==> src/rtl/lctw_pkg.sv <==
// Shared types, constants and helpers for the character LCD text front end.
package lctw_pkg;

  // Display geometry defaults
  localparam int unsigned COLS_DEF   = 16;
  localparam int unsigned ROWS_DEF   = 4;
  localparam int unsigned QDEPTH_DEF = 2;

  // Row index always fits four rows
  localparam int unsigned ROW_W = 2;

  // Configuration port
  localparam int unsigned APB_AW = 4;
  localparam int unsigned APB_DW = 32;

  typedef enum logic [1:0] {
    REG_ROW0_BASE = 2'd0,
    REG_ROW1_BASE = 2'd1,
    REG_ROW2_BASE = 2'd2,
    REG_ROW3_BASE = 2'd3
  } lctw_reg_e;

  localparam logic [6:0] ROW0_BASE_RST = 7'h00;
  localparam logic [6:0] ROW1_BASE_RST = 7'h40;
  localparam logic [6:0] ROW2_BASE_RST = 7'h10;
  localparam logic [6:0] ROW3_BASE_RST = 7'h50;

  // Controller command bytes
  localparam logic [7:0] LCD_CLEAR     = 8'h01;
  localparam logic [7:0] LCD_RET_HOME  = 8'h02;
  localparam logic [7:0] LCD_SET_CGRAM = 8'h40;
  localparam logic [7:0] LCD_SET_DDRAM = 8'h80;

  // Text operation codes
  typedef enum logic [2:0] {
    CMD_PUT   = 3'd0,
    CMD_GOTO  = 3'd1,
    CMD_CLEAR = 3'd2,
    CMD_HOME  = 3'd3,
    CMD_GLYPH = 3'd4
  } lctw_cmd_e;

  // Input request
  typedef struct packed {
    logic [2:0] cmd;
    logic [7:0] char_byte;
    logic [7:0] target_row;
    logic [7:0] target_col;
    logic [2:0] glyph;
    logic [2:0] glyph_line;
    logic [4:0] pattern;
  } lctw_in_t;

  // Output request
  typedef struct packed {
    logic       is_data;
    logic [7:0] lcd_byte;
    logic       last;
  } lctw_out_t;

  // One controller write
  typedef struct packed {
    logic       is_data;
    logic [7:0] lcd_byte;
  } lctw_wr_t;

  // Classified job: up to three writes, last_idx is the index of the final one
  typedef struct packed {
    logic [1:0] last_idx;
    lctw_wr_t   wr2;
    lctw_wr_t   wr1;
    lctw_wr_t   wr0;
  } lctw_job_t;

  // Row base addresses
  typedef struct packed {
    logic [6:0] row0_base;
    logic [6:0] row1_base;
    logic [6:0] row2_base;
    logic [6:0] row3_base;
  } lctw_cfg_t;

  // Queue status
  typedef struct packed {
    logic full;
    logic empty;
  } lctw_qstat_t;

  function automatic logic [6:0] row_base_sel(lctw_cfg_t cfg, logic [ROW_W-1:0] row);
    logic [6:0] base;
    case (row)
      2'd0:    base = cfg.row0_base;
      2'd1:    base = cfg.row1_base;
      2'd2:    base = cfg.row2_base;
      default: base = cfg.row3_base;
    endcase
    return base;
  endfunction

endpackage

==> src/rtl/lcd_text_cursor_wrap.sv <==
// Top level of the character LCD text front end with cursor and line wrap.
//
//   channel   direction  handshake              payload
//   in        sink       in_valid_i/in_stall_o  in_req_i  (lctw_in_t)
//   out       source     out_valid_o/out_stall_i out_req_o (lctw_out_t)
//   cfg       sink       APB psel/penable/pready paddr, pwdata, prdata
//
// Each text operation becomes one to three LCD writes, one write per cycle
// from the back part while the output is not stalled.
// The front takes a new request every cycle while the job queue has room.
// First write passes through the job queue, then the output register.
// Reset clears the cursor, the queue and the output valid; row bases reload.
// A stall on the output holds the write and fills the queue, then stalls in.
module lcd_text_cursor_wrap #(
  parameter int unsigned COLS   = lctw_pkg::COLS_DEF,
  parameter int unsigned ROWS   = lctw_pkg::ROWS_DEF,
  parameter int unsigned QDEPTH = lctw_pkg::QDEPTH_DEF
) (
  input  logic                          clk_i,
  input  logic                          rst_ni,
  input  logic                          in_valid_i,
  output logic                          in_stall_o,
  input  lctw_pkg::lctw_in_t            in_req_i,
  output logic                          out_valid_o,
  input  logic                          out_stall_i,
  output lctw_pkg::lctw_out_t           out_req_o,
  input  logic                          psel,
  input  logic                          penable,
  input  logic                          pwrite,
  input  logic [lctw_pkg::APB_AW-1:0]   paddr,
  input  logic [lctw_pkg::APB_DW-1:0]   pwdata,
  output logic [lctw_pkg::APB_DW-1:0]   prdata,
  output logic                          pready
);
  import lctw_pkg::*;

  lctw_cfg_t   cfg_q;
  lctw_job_t   push_job, head_job;
  lctw_qstat_t qstat;
  logic        push, pop;
  logic        cfg_wr;
  lctw_reg_e   reg_sel;

  assign pready  = 1'b1;
  assign cfg_wr  = psel && penable && pwrite && pready;
  assign reg_sel = lctw_reg_e'(paddr[3:2]);

  // Row base registers
  always_ff @(posedge clk_i or negedge rst_ni) begin
    if (!rst_ni) begin
      cfg_q.row0_base <= ROW0_BASE_RST;
      cfg_q.row1_base <= ROW1_BASE_RST;
      cfg_q.row2_base <= ROW2_BASE_RST;
      cfg_q.row3_base <= ROW3_BASE_RST;
    end else if (cfg_wr) begin
      unique case (reg_sel)
        REG_ROW0_BASE: cfg_q.row0_base <= pwdata[6:0];
        REG_ROW1_BASE: cfg_q.row1_base <= pwdata[6:0];
        REG_ROW2_BASE: cfg_q.row2_base <= pwdata[6:0];
        REG_ROW3_BASE: cfg_q.row3_base <= pwdata[6:0];
        default: ;
      endcase
    end
  end

  // Register read-back
  always_comb begin
    unique case (reg_sel)
      REG_ROW0_BASE: prdata = APB_DW'(cfg_q.row0_base);
      REG_ROW1_BASE: prdata = APB_DW'(cfg_q.row1_base);
      REG_ROW2_BASE: prdata = APB_DW'(cfg_q.row2_base);
      REG_ROW3_BASE: prdata = APB_DW'(cfg_q.row3_base);
      default:       prdata = '0;
    endcase
  end

  lctw_front #(
    .COLS (COLS),
    .ROWS (ROWS)
  ) u_front (
    .clk_i      (clk_i),
    .rst_ni     (rst_ni),
    .in_valid_i (in_valid_i),
    .in_stall_o (in_stall_o),
    .in_req_i   (in_req_i),
    .cfg_i      (cfg_q),
    .qstat_i    (qstat),
    .push_o     (push),
    .job_o      (push_job)
  );

  lctw_queue #(
    .DEPTH (QDEPTH)
  ) u_queue (
    .clk_i  (clk_i),
    .rst_ni (rst_ni),
    .push_i (push),
    .job_i  (push_job),
    .pop_i  (pop),
    .job_o  (head_job),
    .stat_o (qstat)
  );

  lctw_back u_back (
    .clk_i       (clk_i),
    .rst_ni      (rst_ni),
    .job_i       (head_job),
    .qstat_i     (qstat),
    .pop_o       (pop),
    .out_valid_o (out_valid_o),
    .out_stall_i (out_stall_i),
    .out_req_o   (out_req_o)
  );

endmodule

==> src/rtl/lctw_front.sv <==
// Front part: accepts text operations, tracks the cursor and builds write jobs.
module lctw_front #(
  parameter int unsigned COLS = lctw_pkg::COLS_DEF,
  parameter int unsigned ROWS = lctw_pkg::ROWS_DEF
) (
  input  logic                clk_i,
  input  logic                rst_ni,
  input  logic                in_valid_i,
  output logic                in_stall_o,
  input  lctw_pkg::lctw_in_t  in_req_i,
  input  lctw_pkg::lctw_cfg_t cfg_i,
  input  lctw_pkg::lctw_qstat_t qstat_i,
  output logic                push_o,
  output lctw_pkg::lctw_job_t job_o
);
  import lctw_pkg::*;

  localparam int unsigned CW = $clog2(COLS + 1);

  logic [ROW_W-1:0] row_q, row_d;
  logic [CW-1:0]    col_q, col_d;
  logic             accept;
  logic             row_full;
  logic [ROW_W-1:0] wrap_row;
  logic [ROW_W-1:0] row_cl;
  logic [CW-1:0]    col_cl;
  logic [ROW_W-1:0] a_row;
  logic [CW-1:0]    a_col;
  logic [7:0]       addr_byte;
  logic             known;
  lctw_cmd_e        cmd;

  assign cmd        = lctw_cmd_e'(in_req_i.cmd);
  assign in_stall_o = qstat_i.full;
  assign accept     = in_valid_i && !qstat_i.full;
  assign push_o     = accept && known;

  // Cursor helpers
  assign row_full = (col_q >= CW'(COLS));
  assign wrap_row = ((3'(row_q) + 3'd1) >= 3'(ROWS)) ? '0 : row_q + 2'd1;
  assign row_cl   = (in_req_i.target_row > 8'(ROWS - 1)) ? ROW_W'(ROWS - 1)
                                                         : in_req_i.target_row[ROW_W-1:0];
  assign col_cl   = (in_req_i.target_col > 8'(COLS - 1)) ? CW'(COLS - 1)
                                                         : in_req_i.target_col[CW-1:0];

  // Pick the one position whose address this operation needs
  always_comb begin
    a_row = row_q;
    a_col = col_q;
    unique case (cmd)
      CMD_PUT: begin
        a_row = wrap_row;
        a_col = '0;
      end
      CMD_GOTO: begin
        a_row = row_cl;
        a_col = col_cl;
      end
      default: ;
    endcase
  end

  assign addr_byte = LCD_SET_DDRAM |
                     {1'b0, row_base_sel(cfg_i, a_row) + 7'(a_col)};

  // Classify and build the job, next cursor
  always_comb begin
    job_o = '0;
    known = 1'b1;
    row_d = row_q;
    col_d = col_q;
    unique case (cmd)
      CMD_PUT: begin
        if (row_full) begin
          job_o.last_idx = 2'd1;
          job_o.wr0      = '{is_data: 1'b0, lcd_byte: addr_byte};
          job_o.wr1      = '{is_data: 1'b1, lcd_byte: in_req_i.char_byte};
          row_d          = wrap_row;
          col_d          = CW'(1);
        end else begin
          job_o.last_idx = 2'd0;
          job_o.wr0      = '{is_data: 1'b1, lcd_byte: in_req_i.char_byte};
          col_d          = col_q + CW'(1);
        end
      end
      CMD_GOTO: begin
        job_o.wr0 = '{is_data: 1'b0, lcd_byte: addr_byte};
        row_d     = row_cl;
        col_d     = col_cl;
      end
      CMD_CLEAR: begin
        job_o.wr0 = '{is_data: 1'b0, lcd_byte: LCD_CLEAR};
        row_d     = '0;
        col_d     = '0;
      end
      CMD_HOME: begin
        job_o.wr0 = '{is_data: 1'b0, lcd_byte: LCD_RET_HOME};
        row_d     = '0;
        col_d     = '0;
      end
      CMD_GLYPH: begin
        job_o.last_idx = 2'd2;
        job_o.wr0      = '{is_data: 1'b0,
                           lcd_byte: LCD_SET_CGRAM |
                                     {2'b00, in_req_i.glyph, in_req_i.glyph_line}};
        job_o.wr1      = '{is_data: 1'b1, lcd_byte: {3'b000, in_req_i.pattern}};
        job_o.wr2      = '{is_data: 1'b0, lcd_byte: addr_byte};
      end
      default: known = 1'b0;
    endcase
  end

  // Cursor registers
  always_ff @(posedge clk_i or negedge rst_ni) begin
    if (!rst_ni) begin
      row_q <= '0;
      col_q <= '0;
    end else if (accept) begin
      row_q <= row_d;
      col_q <= col_d;
    end
  end

endmodule

==> src/rtl/lctw_queue.sv <==
// Short job queue between the front and back parts.
module lctw_queue #(
  parameter int unsigned DEPTH = lctw_pkg::QDEPTH_DEF
) (
  input  logic                  clk_i,
  input  logic                  rst_ni,
  input  logic                  push_i,
  input  lctw_pkg::lctw_job_t   job_i,
  input  logic                  pop_i,
  output lctw_pkg::lctw_job_t   job_o,
  output lctw_pkg::lctw_qstat_t stat_o
);
  import lctw_pkg::*;

  localparam int unsigned PW = (DEPTH > 1) ? $clog2(DEPTH) : 1;
  localparam int unsigned NW = $clog2(DEPTH + 1);

  lctw_job_t     slot_q [DEPTH];
  logic [PW-1:0] wr_ptr_q, rd_ptr_q;
  logic [NW-1:0] cnt_q;
  logic          do_push, do_pop;

  assign stat_o.full  = (cnt_q == NW'(DEPTH));
  assign stat_o.empty = (cnt_q == '0);
  assign do_push      = push_i && !stat_o.full;
  assign do_pop       = pop_i && !stat_o.empty;
  assign job_o        = slot_q[rd_ptr_q];

  // Storage
  always_ff @(posedge clk_i) begin
    if (do_push) begin
      slot_q[wr_ptr_q] <= job_i;
    end
  end

  // Pointers and fill count
  always_ff @(posedge clk_i or negedge rst_ni) begin
    if (!rst_ni) begin
      wr_ptr_q <= '0;
      rd_ptr_q <= '0;
      cnt_q    <= '0;
    end else begin
      if (do_push) begin
        wr_ptr_q <= (wr_ptr_q == PW'(DEPTH - 1)) ? '0 : wr_ptr_q + PW'(1);
      end
      if (do_pop) begin
        rd_ptr_q <= (rd_ptr_q == PW'(DEPTH - 1)) ? '0 : rd_ptr_q + PW'(1);
      end
      if (do_push && !do_pop) begin
        cnt_q <= cnt_q + NW'(1);
      end else if (do_pop && !do_push) begin
        cnt_q <= cnt_q - NW'(1);
      end
    end
  end

endmodule

==> src/rtl/lctw_back.sv <==
// Back part: steps through a job's writes into the output register.
module lctw_back (
  input  logic                  clk_i,
  input  logic                  rst_ni,
  input  lctw_pkg::lctw_job_t   job_i,
  input  lctw_pkg::lctw_qstat_t qstat_i,
  output logic                  pop_o,
  output logic                  out_valid_o,
  input  logic                  out_stall_i,
  output lctw_pkg::lctw_out_t   out_req_o
);
  import lctw_pkg::*;

  logic       out_valid_q;
  lctw_out_t  out_q;
  logic [1:0] idx_q;
  logic       load;
  logic       is_last;
  lctw_wr_t   cur;

  // Current write of the head job
  always_comb begin
    case (idx_q)
      2'd0:    cur = job_i.wr0;
      2'd1:    cur = job_i.wr1;
      default: cur = job_i.wr2;
    endcase
  end

  assign is_last = (idx_q == job_i.last_idx);
  assign load    = !qstat_i.empty && (!out_valid_q || !out_stall_i);
  assign pop_o   = load && is_last;

  // Write index within the job
  always_ff @(posedge clk_i or negedge rst_ni) begin
    if (!rst_ni) begin
      idx_q <= '0;
    end else if (load) begin
      idx_q <= is_last ? 2'd0 : idx_q + 2'd1;
    end
  end

  // Output register
  always_ff @(posedge clk_i or negedge rst_ni) begin
    if (!rst_ni) begin
      out_valid_q <= 1'b0;
    end else if (load) begin
      out_valid_q <= 1'b1;
    end else if (!out_stall_i) begin
      out_valid_q <= 1'b0;
    end
  end

  always_ff @(posedge clk_i) begin
    if (load) begin
      out_q <= '{is_data: cur.is_data, lcd_byte: cur.lcd_byte, last: is_last};
    end
  end

  assign out_valid_o = out_valid_q;
  assign out_req_o   = out_q;

endmodule

==> config.mk <==
export PLATFORM = sky130hd
export DESIGN_NAME = lcd_text_cursor_wrap
export DESIGN_NICKNAME = d
export VERILOG_FILES = /design/src/rtl/lctw_pkg.sv /design/src/rtl/lcd_text_cursor_wrap.sv /design/src/rtl/lctw_front.sv /design/src/rtl/lctw_queue.sv /design/src/rtl/lctw_back.sv
export SDC_FILE = /design/constraint.sdc
export NUM_CORES = 1
export LEC_CHECK = 0
export BUFFER_PORTS_ARGS = -buffer_cell sky130_fd_sc_hd__buf_2
export CAP_MARGIN = 25
export CORE_ASPECT_RATIO = 1.25
export CORE_UTILIZATION = 58
export DETAILED_ROUTE_END_ITERATION = 8
export HOLD_SLACK_MARGIN = 0.05
export PLACE_DENSITY_LB_ADDON = 0.15
export SLEW_MARGIN = 10
export SYNTH_ARGS = -nofsm -noshare
export SYNTH_HDL_FRONTEND = slang
export SYNTH_SLANG_ARGS = --single-unit
==> constraint.sdc <==
create_clock -name clk_i -period 6.8 [get_ports clk_i]
set_clock_uncertainty 0.05 [all_clocks]
set_input_delay 0.34 -clock clk_i [delete_from_list [all_inputs] [get_ports clk_i]]
set_output_delay 0.34 -clock clk_i [all_outputs]
set_load 0.03 [all_outputs]
==> Word-level counts from Yosys, hierarchy flattened <==
Memory sizes are Yosys's and may differ from the RTL's.
Index checks and enable logic that the tools add are counted.
{ "totals": {"regBits": 52, "romBits": 0, "in_bits": 81, "output_inout_bits": 45, "latchBits": 0, "n_memories": 1, "mem_bits_rw": 56, "elab_cells": 103} }
{ "classes": {"eq_ne": 14, "n_lt_le_gt_ge": 4, "muxes": 29, "n_reduce_logical": 32, "n_shift": 0, "bitwise_logic": 0, "addsub": 9, "n_div": 0, "n_mul": 0} }
{ "mem_list": {"columns": ["memory", "words", "width", "read_ports", "rd_clocked_by_memory_dff", "wr", "line", "source"], "rows": [
  ["u_queue.slot_q", 2, 28, 1, 0, 1, "lctw_queue.sv:18", "lctw_job_t slot_q [DEPTH];"]
]} }
{ "op_table": {"columns": ["cell", "n"], "rows": [
  ["one-hot mux 32 bit (4 select lines)", 1],
  ["one-hot mux 9 bit (5 select lines)", 1],
  ["one-hot mux 9 bit (2 select lines)", 2],
  ["one-hot mux 7 bit (3 select lines)", 1],
  ["2-to-1 mux 9 bit", 2],
  ["one-hot mux 5 bit (3 select lines)", 1],
  ["2-to-1 mux 2 bit", 6],
  ["logical AND 1 bit", 10],
  ["2-to-1 mux 5 bit", 2],
  ["one-hot mux 5 bit (2 select lines)", 1],
  ["AND reduction 2 bit", 5],
  ["equality test 2 bit, second input constant", 4],
  ["greater-than comparator 8 x 2 -> 1 bit, second input constant", 1],
  ["greater-than comparator 8 x 4 -> 1 bit, second input constant", 1],
  ["zero test 2 bit", 4],
  ["2-to-1 mux 1 bit", 8],
  ["2-to-1 mux 8 bit", 1],
  ["one-hot mux 2 bit (2 select lines)", 2],
  ["adder 7 x 5 -> 7 bit", 1],
  ["adder 2 x 1 -> 2 bit, second input constant", 3],
  ["equality test 2 x 1 -> 1 bit, second input constant", 3],
  ["equality test 3 x 2 -> 1 bit, second input constant", 2],
  ["zero test 1 bit", 6],
  ["one-hot mux 2 bit (3 select lines)", 1],
  ["17 further kinds", 19]
]} }

==> Logic depth before layout (Yosys ltp) <==
Gate-level depths: netlist of the first run.
{ "logic_depth": {"word_depth": 9, "depth_mapped": 18, "ltp_nobuf": 15} }

==> Modules after synthesis <==
Synthesis of the first run repeated with hierarchy kept, for this count alone.
{ "hier_totals": {"hier_cells": 464, "area_unflattened_um2": 5941.9} }
{ "by_module_without_submodules": {"columns": ["module", "instances", "seq_area_each_um2", "cells_per_inst", "area_per_inst_um2"], "rows": [
  ["lctw_queue", 1, 1841.8, 109, 2407.3],
  ["lcd_text_cursor_wrap", 1, 705.7, 99, 1468.9],
  ["lctw_front", 1, 175.2, 198, 1430.1],
  ["lctw_back", 1, 375.4, 58, 635.6]
]} }

==> Worst setup path before layout of the first run <==
Ideal clock, no wire load.
{ "synth_path": {"kind": "input -> register", "from": "input in_req_i[37] (netlist bit)", "to": "memory u_queue.slot_q[0][6] (netlist bit) (data pin)", "cell_stages": 18, "setup_slack_ns": 2.957, "required_ns": 6.483, "path_buffers": 3, "setup_ns": 0.267, "t_arrival_ns": 3.526, "cell_sequence": "buf_4 or2_1 buf_6 or4_4 nand3_4 buf_4 mux2_2 nor2_1 a21oi_1 ha_1 fa_1 a21o_1 a21oi_1 inv_1 a21oi_1 a211oi_2 xnor2_1 a21oi_1"} }
{ "synth_rtl": {"columns": ["element", "line", "source"], "rows": [
  ["from (decl)", "lcd_text_cursor_wrap.sv:23", "input lctw_pkg::lctw_in_t in_req_i,"],
  ["to (decl)", "lctw_queue.sv:18", null]
]} }

==> results.toml, run 1 <==
[run_status]
status = "completed"

[cts]
clock-root-buffer = "clkbuf_8"
cts_resized = 0
cts_tree = "done"
clock_latency_ns = 0.38
htree_levels = 3
cts_buffer_depth = 2
clock_sinks = 106
clkTransAtPathRegs_ns = 0.10
cts_buffers = 9
post_cts_buffers = 0

[global_route]
gr-total-overflow = 0
antenna_found_initial = 0
grt_pass1_wl_mm = 17.4
first_global_vias = 3508
grtUsageTotal = 0.248
grt_max_degree = 43

[logic_synthesis]
ys_ff_latch = 106
synthDistinctLibCells = 58
synth_mux_area_frac = 0.133
synth_compound_area_frac = 0.123
synth_adder_area_share = 0.0294
yosys_warnings = 0
synth_seq_area_share = 0.555
synth-simple-area-share = 0.0737
synth-edff-count = 64
synth_flop_cell = "edfxtp_1"
syn-cell-area_um2 = 5360
ys_top_cells_by_area = "edfxtp_1, dfrtp_1, mux2_2, buf_4, mux4_2"
syn_inst = 426
synth_commonest_cells = "edfxtp_1, dfrtp_1, mux2_2"
async_reset_ff_frac = 0.396
avgSynthCellArea_um2 = 12.6
synth_most_common_cell = "edfxtp_1"
synth_top_area_frac = 0.358
synth_top_family_by_area = "multiplexers"
synth_xor_area_frac = 0.0212
yosys.area.top_type = "edfxtp_1"

[timing]
setup_violations = 0
fmax_mhz = 247
rsz0062_at_grt = "no"
fin_setup_tns_ns = 0
slew_violations = 0
period_share = 0.596
hold_viol_final = 0
tightest_slew_ns = 0.890
period_minus_slack_ns = 4.05
relSlewSlack = 0.403
timing.final.ws_setup_ns = 2.75

[min_path]
hp-start = "out_stall_i"
hold_path_class = "in -> reg"
whs_endpoint = "u_back.out_valid_o$_DFFE_PN0P_"
whs_path_depth = 3

[drt]
route.detailed.drc = 0
drt_pass1_iterations = 4
antenna_left = 0
vias_per_cell = 5.73
wl_per_cell_um = 17.7
drt_iter0_drc = 180
wl_mm = 11.0
vias = 3559

[setup_path]
endpoint_kind = "flop"
path_max_fanout = 13
critical_path_class = "reg -> reg"
path_cells = "ha_1 -> or4_4 -> nand3_4 -> mux2_2 -> nor2_1 -> a21oi_1 -> ha_1 -> fa_1 -> a21o_1 -> a21oi_1 -> inv_1 -> a21oi_1 -> a211oi_2 -> xnor2_1 -> a21oi_1"
slowest_stage = "or4_4"
r2r_start = "u_front.row_q[0]$_DFFE_PN0P_"
cpPeakStageDelay_ns = 0.54
crit_top_cell = "a21oi_1"
required_ns = 6.88
reg2reg_slack_ns = 2.75
start_kind = "flop"
arrival_ns = 4.13
rr_worst_depth = 15
timing.rr.end = "u_queue.slot_q[0][6]$_DFFE_PP_"

[place]
dp_hpwl_mm = 7.69
gp_congestion = 0.847
dp_slack_ns = 2.55
dp_cells = 602
portBuffers = 72

[die]
die_w_um = 88.0
ios = 126
core_area_um2 = 8840
dieArea_um2 = 9640
start_util = 0.607
chipHeight_um = 110
rows = 38

[flow_run]
maxCapViolations = 0

[final_layout]
stdcell_count = 621
layout-drive-gt1-share = 0.301
area_growth_pct = 10.2
final_nets = 589
num_antenna_cells = 0
n_fill_cell = 688

[power_and_ir_drop]
p_per_area_nw_per_um2 = 388
p_leak_nw = 2.45
ir_worst_vdd_mv = 0.207
-- area by class of cell --
type	count	area (um2)	share of cell area
timing repair buffer	80	433	0.0732
multi-input combinational	287	2150	0.364
sequential	106	2980	0.504
tap	120	150	0.0254
inverter	12	45.0	0.00762
clock inverter	4	21.3	0.00360
clock buffer	12	135	0.0229
-- cells by family after synthesis --
family / after synthesis
adder cells (fa/ha/maj): 12
flip-flops: 106
AO/OA/AOI/OAI: 94
AND/OR/NAND/NOR: 84
buffers and inverters: 57
multiplexers: 58
XOR/XNOR: 13
other: 2
-- flip-flops by register name, indices dropped and copies added (netlist names), 2 cells and up --
name and count:
u_back.out_req_o 10, u_back.idx_q 2, u_front.row_q 2, u_queue.cnt_q 2
u_front.col_q 5, cfg_q 28, u_queue.slot_q 54
-- worst max-delay path, delay by kind of cell, from the launching register on --
family / cells / cell delay [ns]
multiplexers: 1 / 0.37
XOR/XNOR: 1 / 0.25
AND/OR/NAND/NOR: 3 / 0.87
AO/OA/AOI/OAI: 6 / 0.86
buffers and inverters: 1 / 0.07
flip-flops: 1 / 0.44
adder cells (fa/ha/maj): 3 / 0.89
-- cell usage in the layout, fill, tap and decap left out, types with 3 or more instances in the layout --
cell / synthesis / routed
a211oi_1: 7 / 7
a21oi_1: 18 / 18
a22o_1: 14 / 14
a22oi_1: 12 / 12
a31oi_1: 10 / 10
and2_1: 4 / 4
buf_2: 0 / 73
buf_4: 28 / 5
clkbuf_1: 14 / 3
clkbuf_8: 0 / 9
conb_1: 2 / 26
dfrtp_1: 38 / 38
dfstp_2: 4 / 4
edfxtp_1: 64 / 64
ha_1: 11 / 11
inv_1: 11 / 11
mux2_2: 38 / 38
mux2i_1: 13 / 13
mux4_2: 7 / 7
nand2_1: 22 / 22
nand3_1: 4 / 4
nor2_1: 33 / 33
nor3_1: 6 / 5
o21ai_0: 13 / 13
xnor2_1: 9 / 9
xor2_1: 4 / 4
-- power breakdown --
group,total [mW],internal (mW),switching (mW)
clock,0.339,0.131,0.208
sequential,0.998,0.888,0.109
combinational,0.955,0.381,0.574
total,2.29,1.40,0.892
-- layer usage --
metal,GRT usage,routed length (um),vias to the layer above
li1,-,-,1680
met2,0.444,5960,94
met1,0.289,4300,1765
met3,0.0443,477,20
met4,0.112,267,0
met5,0,0,-
-- how the worst max path moves through the flow --
stage	startpoint	endpoint	slack [ns]	cells after the start
floorplan	in_req_i[37]	u_queue.slot_q[0][6]$_DFFE_PP_	2.96	18
global placement	in_req_i[37]	u_queue.slot_q[0][6]$_DFFE_PP_	2.60	16
detailed placement	in_req_i[37]	u_queue.slot_q[0][6]$_DFFE_PP_	2.55	16
CTS	u_front.row_q[0]$_DFFE_PN0P_	u_queue.slot_q[0][6]$_DFFE_PP_	2.75	15
global route	u_front.row_q[0]$_DFFE_PN0P_	u_queue.slot_q[0][6]$_DFFE_PP_	2.53	15
finish	u_front.row_q[0]$_DFFE_PN0P_	u_queue.slot_q[0][6]$_DFFE_PP_	2.75	15
-- repair_timing --
action                                 in CTS  in global routing
endpoints found under the hold margin       0                  6
setup endpoints to repair                   0                  0
hold buffers                                0                  1
-- metrics by stage --
step	utilization	hold slack, ns	total power [mW]	area [um2]
final	0.669	0.114	2.29	5910
after detailed placement	0.647	0.434	1.96	5720
after floorplan	-	-0.00559	1.72	5450
after global placement	0.645	0.409	1.92	5710
after CTS	0.664	0.107	2.29	5870
after global routing	0.669	0.122	2.44	5910
Power figures use the tool's default switching activity.
==> run 2: changes to the inputs <==
--- a/config.mk
+++ b/config.mk
@@ -5,10 +5,11 @@
 export SDC_FILE = /design/constraint.sdc
 export NUM_CORES = 1
 export LEC_CHECK = 0
+export ABC_AREA = 1
 export BUFFER_PORTS_ARGS = -buffer_cell sky130_fd_sc_hd__buf_2
 export CAP_MARGIN = 25
 export CORE_ASPECT_RATIO = 1.25
-export CORE_UTILIZATION = 58
+export CORE_UTILIZATION = 54
 export DETAILED_ROUTE_END_ITERATION = 8
 export HOLD_SLACK_MARGIN = 0.05
 export PLACE_DENSITY_LB_ADDON = 0.15
==> constraint.sdc (replaced) <==
create_clock -name clk_i -period 3.98 [get_ports clk_i]
set_clock_uncertainty 0.05 [all_clocks]
set_input_delay 0.199 -clock clk_i [delete_from_list [all_inputs] [get_ports clk_i]]
set_output_delay 0.199 -clock clk_i [all_outputs]
set_load 0.03 [all_outputs]
==> run 2 against run 1 <==
Synthesized cell count grew 38%. Power is 81% higher. Sequential cell count did not move. Routed wire length is 5.9% higher. Via count increased by 18%. Sequential share of layout area decreased by 2.2 points. Maximum frequency grew 17%. Critical endpoint is now u_queue.slot_q[1][6]$_DFFE_PP_.
==> results.toml, run 2 <==
[run_status]
status = "completed"

[power_and_ir_drop]
clockPowerShare = 0.219
p_per_area_nw_per_um2 = 671
finalPower_mw = 4.14
p_int_mw = 2.52
ir_worst_vdd_mv = 0.353
p_leak_nw = 2.77
seq_power_share = 0.405
p_sw_frac = 0.392
p_sw_mw = 1.63
pwr-share-comb = 0.376

[logic_synthesis]
synth_seq_area_share = 0.546
synthDistinctLibCells = 43
synth_flop_cell = "edfxtp_1"
synth_most_common_cell = "nand2_1"
synth_xor_area_frac = 0.0145
synth_compound_area_frac = 0.139
synth_top_area_frac = 0.353
yosys_warnings = 0
synth_commonest_cells = "nand2_1, o21ai_0, edfxtp_1"
async_reset_ff_frac = 0.396
synth-edff-count = 64
ys_ff_latch = 106
avgSynthCellArea_um2 = 9.29
yosys.area.top_type = "edfxtp_1"
syn-cell-area_um2 = 5450
ys_top_cells_by_area = "edfxtp_1, dfrtp_1, nand2_1, o21ai_0, nor2_1"
synth_top_family_by_area = "simple AND/OR/NAND/NOR gates"
synth-simple-area-share = 0.176
syn_inst = 587
synth_mux_area_frac = 0.00184
synth_adder_area_share = 0.0289

[cts]
cts_buffers = 9
clock-root-buffer = "clkbuf_16"
hold_buffers = 2
clock_latency_ns = 0.35
clock_sinks = 106
htree_levels = 3
post_cts_buffers = 0
clkTransAtPathRegs_ns = 0.07
cts_buffer_depth = 2
cts_resized = 0
cts_tree = "done"

[final_layout]
n_fill_cell = 840
final_util = 0.636
layout_common_cells = "nand2_1, o21ai_0, buf_2, edfxtp_1, inv_1"
layout_commonest_cell = "nand2_1"
largest_reg_flops = 54
finalInstanceArea_um2 = 6180
stdcell_count = 792
top_register = "u_queue.slot_q"
layout-drive-gt1-share = 0.182
final_nets = 754
area_growth_pct = 13.3
num_antenna_cells = 0

[global_route]
gr-total-overflow = 0
first_global_vias = 4067
antenna_found_initial = 1
grt_max_degree = 43
grtUsageTotal = 0.241
grt_pass1_wl_mm = 19.2

[timing]
period_minus_slack_ns = 3.47
hold_viol_final = 0
tightest_slew_ns = 0.872
period_share = 0.872
relSlewSlack = 0.419
setup_violations = 0
rsz0062_at_grt = "no"
fin_setup_tns_ns = 0
slew_violations = 0
timing.final.ws_setup_ns = 0.508
fmax_mhz = 288
hold_ws_ns = 0.0783

[drt]
vias = 4195
drt_iter0_drc = 204
vias_per_cell = 5.30
wl_per_cell_um = 14.7
drt_pass1_iterations = 5
route.detailed.drc = 0
wl_mm = 11.7
antenna_left = 0

[die]
chipHeight_um = 114
dieArea_um2 = 10500
ios = 126
die_w_um = 91.9
rows = 40
start_util = 0.561
core_area_um2 = 9710

[setup_path]
required_ns = 4.03
critical_path_class = "reg -> reg"
arrival_ns = 3.52
path_max_fanout = 5
endpoint_kind = "flop"
start_kind = "flop"

[place]
gp_congestion = 0.909
portBuffers = 72
dp_hpwl_mm = 8.45
dp_cells = 773
placed_cell_area_um2 = 5840
dp_slack_ns = 0.537

[min_path]
hold_path_class = "in -> reg"

[flow_run]
maxCapViolations = 0
-- run 2: cell count changes in the layout (fill, tap and decap cells not counted), moves of 10 or more --
cell / delta
inv_1: +47
a22o_1: -13
o21ai_0: +72
nand3_1: +11
nand2_1: +100
nor2_1: +24
mux2i_1: -12
mux2_2: -38
o221ai_1: +10
a21oi_1: -11
-- run 2: critical path, stage by stage, from the launching register on --
cell and delay (ns):
dfrtp_1 0.43, ha_1 0.32, inv_1 0.04, o211ai_1 0.15, inv_1 0.10, a21oi_1 0.31, nor2_1 0.17, nand2_1 0.09
a22oi_1 0.08, ha_1 0.22, fa_1 0.41, a21oi_1 0.17, o21ai_0 0.17, a21o_1 0.21, nand3_1 0.08, nand2_1 0.07
nand3_1 0.08, nand2_1 0.07
-- run 2: area by class of cell --
type / instances / area, um2 / area share
clock buffers: 9 / 225 / 0.0365
clock inverters: 7 / 75.1 / 0.0122
inverters: 64 / 243 / 0.0393
multi-input cells: 401 / 2070 / 0.335
flip-flops and latches: 106 / 2980 / 0.482
well taps: 126 / 158 / 0.0255
repair buffers: 79 / 430 / 0.0697
-- run 2: layer usage --
layer / vias to the layer above / routed length [um] / global-route usage / share of wire
li1: 2082 / - / - / -
met1: 1970 / 4550 / 0.270 / 0.39
met2: 114 / 6220 / 0.438 / 0.53
met3: 29 / 502 / 0.0405 / 0.043
met4: 0 / 385 / 0.126 / 0.033
met5: - / 0 / 0 / 0
-- run 2: worst paths after layout --
path / startpoint / to / slack [ns] / cells past startpoint
worst max register to register: u_front.row_q[1]$_DFFE_PN0P_ / u_queue.slot_q[1][6]$_DFFE_PP_ / 0.51 / 17
worst max-delay path: u_front.row_q[1]$_DFFE_PN0P_ / u_queue.slot_q[1][6]$_DFFE_PP_ / 0.51 / 17
min in group asynchronous: rst_ni / cfg_q[24]$_DFFE_PN0P_ / 0.20 / 2
worst min-delay path: pwdata[4] / cfg_q[4]$_DFFE_PN1P_ / 0.08 / 3
worst min register to register: u_back.out_valid_o$_DFFE_PN0P_ / u_back.out_valid_o$_DFFE_PN0P_ / 0.44 / 2
max in group asynchronous: rst_ni / cfg_q[6]$_DFFE_PN1P_ / 3.17 / 3
-- run 2: power groups by stage --
| stage | clock network, mW | logic (mW) | registers, mW |
|---|---|---|---|
| after CTS | 0.927 | 1.57 | 1.68 |
| after global routing | 0.966 | 1.76 | 1.71 |
| final | 0.908 | 1.56 | 1.68 |
| after detailed placement | 0 | 1.56 | 1.70 |
| after floorplan | 0 | 1.11 | 1.76 |
| after global placement | 0 | 1.52 | 1.69 |
-- run 2: cell families after synthesis --
family	Yosys count
AOI/OAI and AO/OA	130
xor gates and xnor gates	9
adders and majority gates	12
buffers and inverters	104
DFF	106
muxes	1
other	2
and+or+nand+nor	223
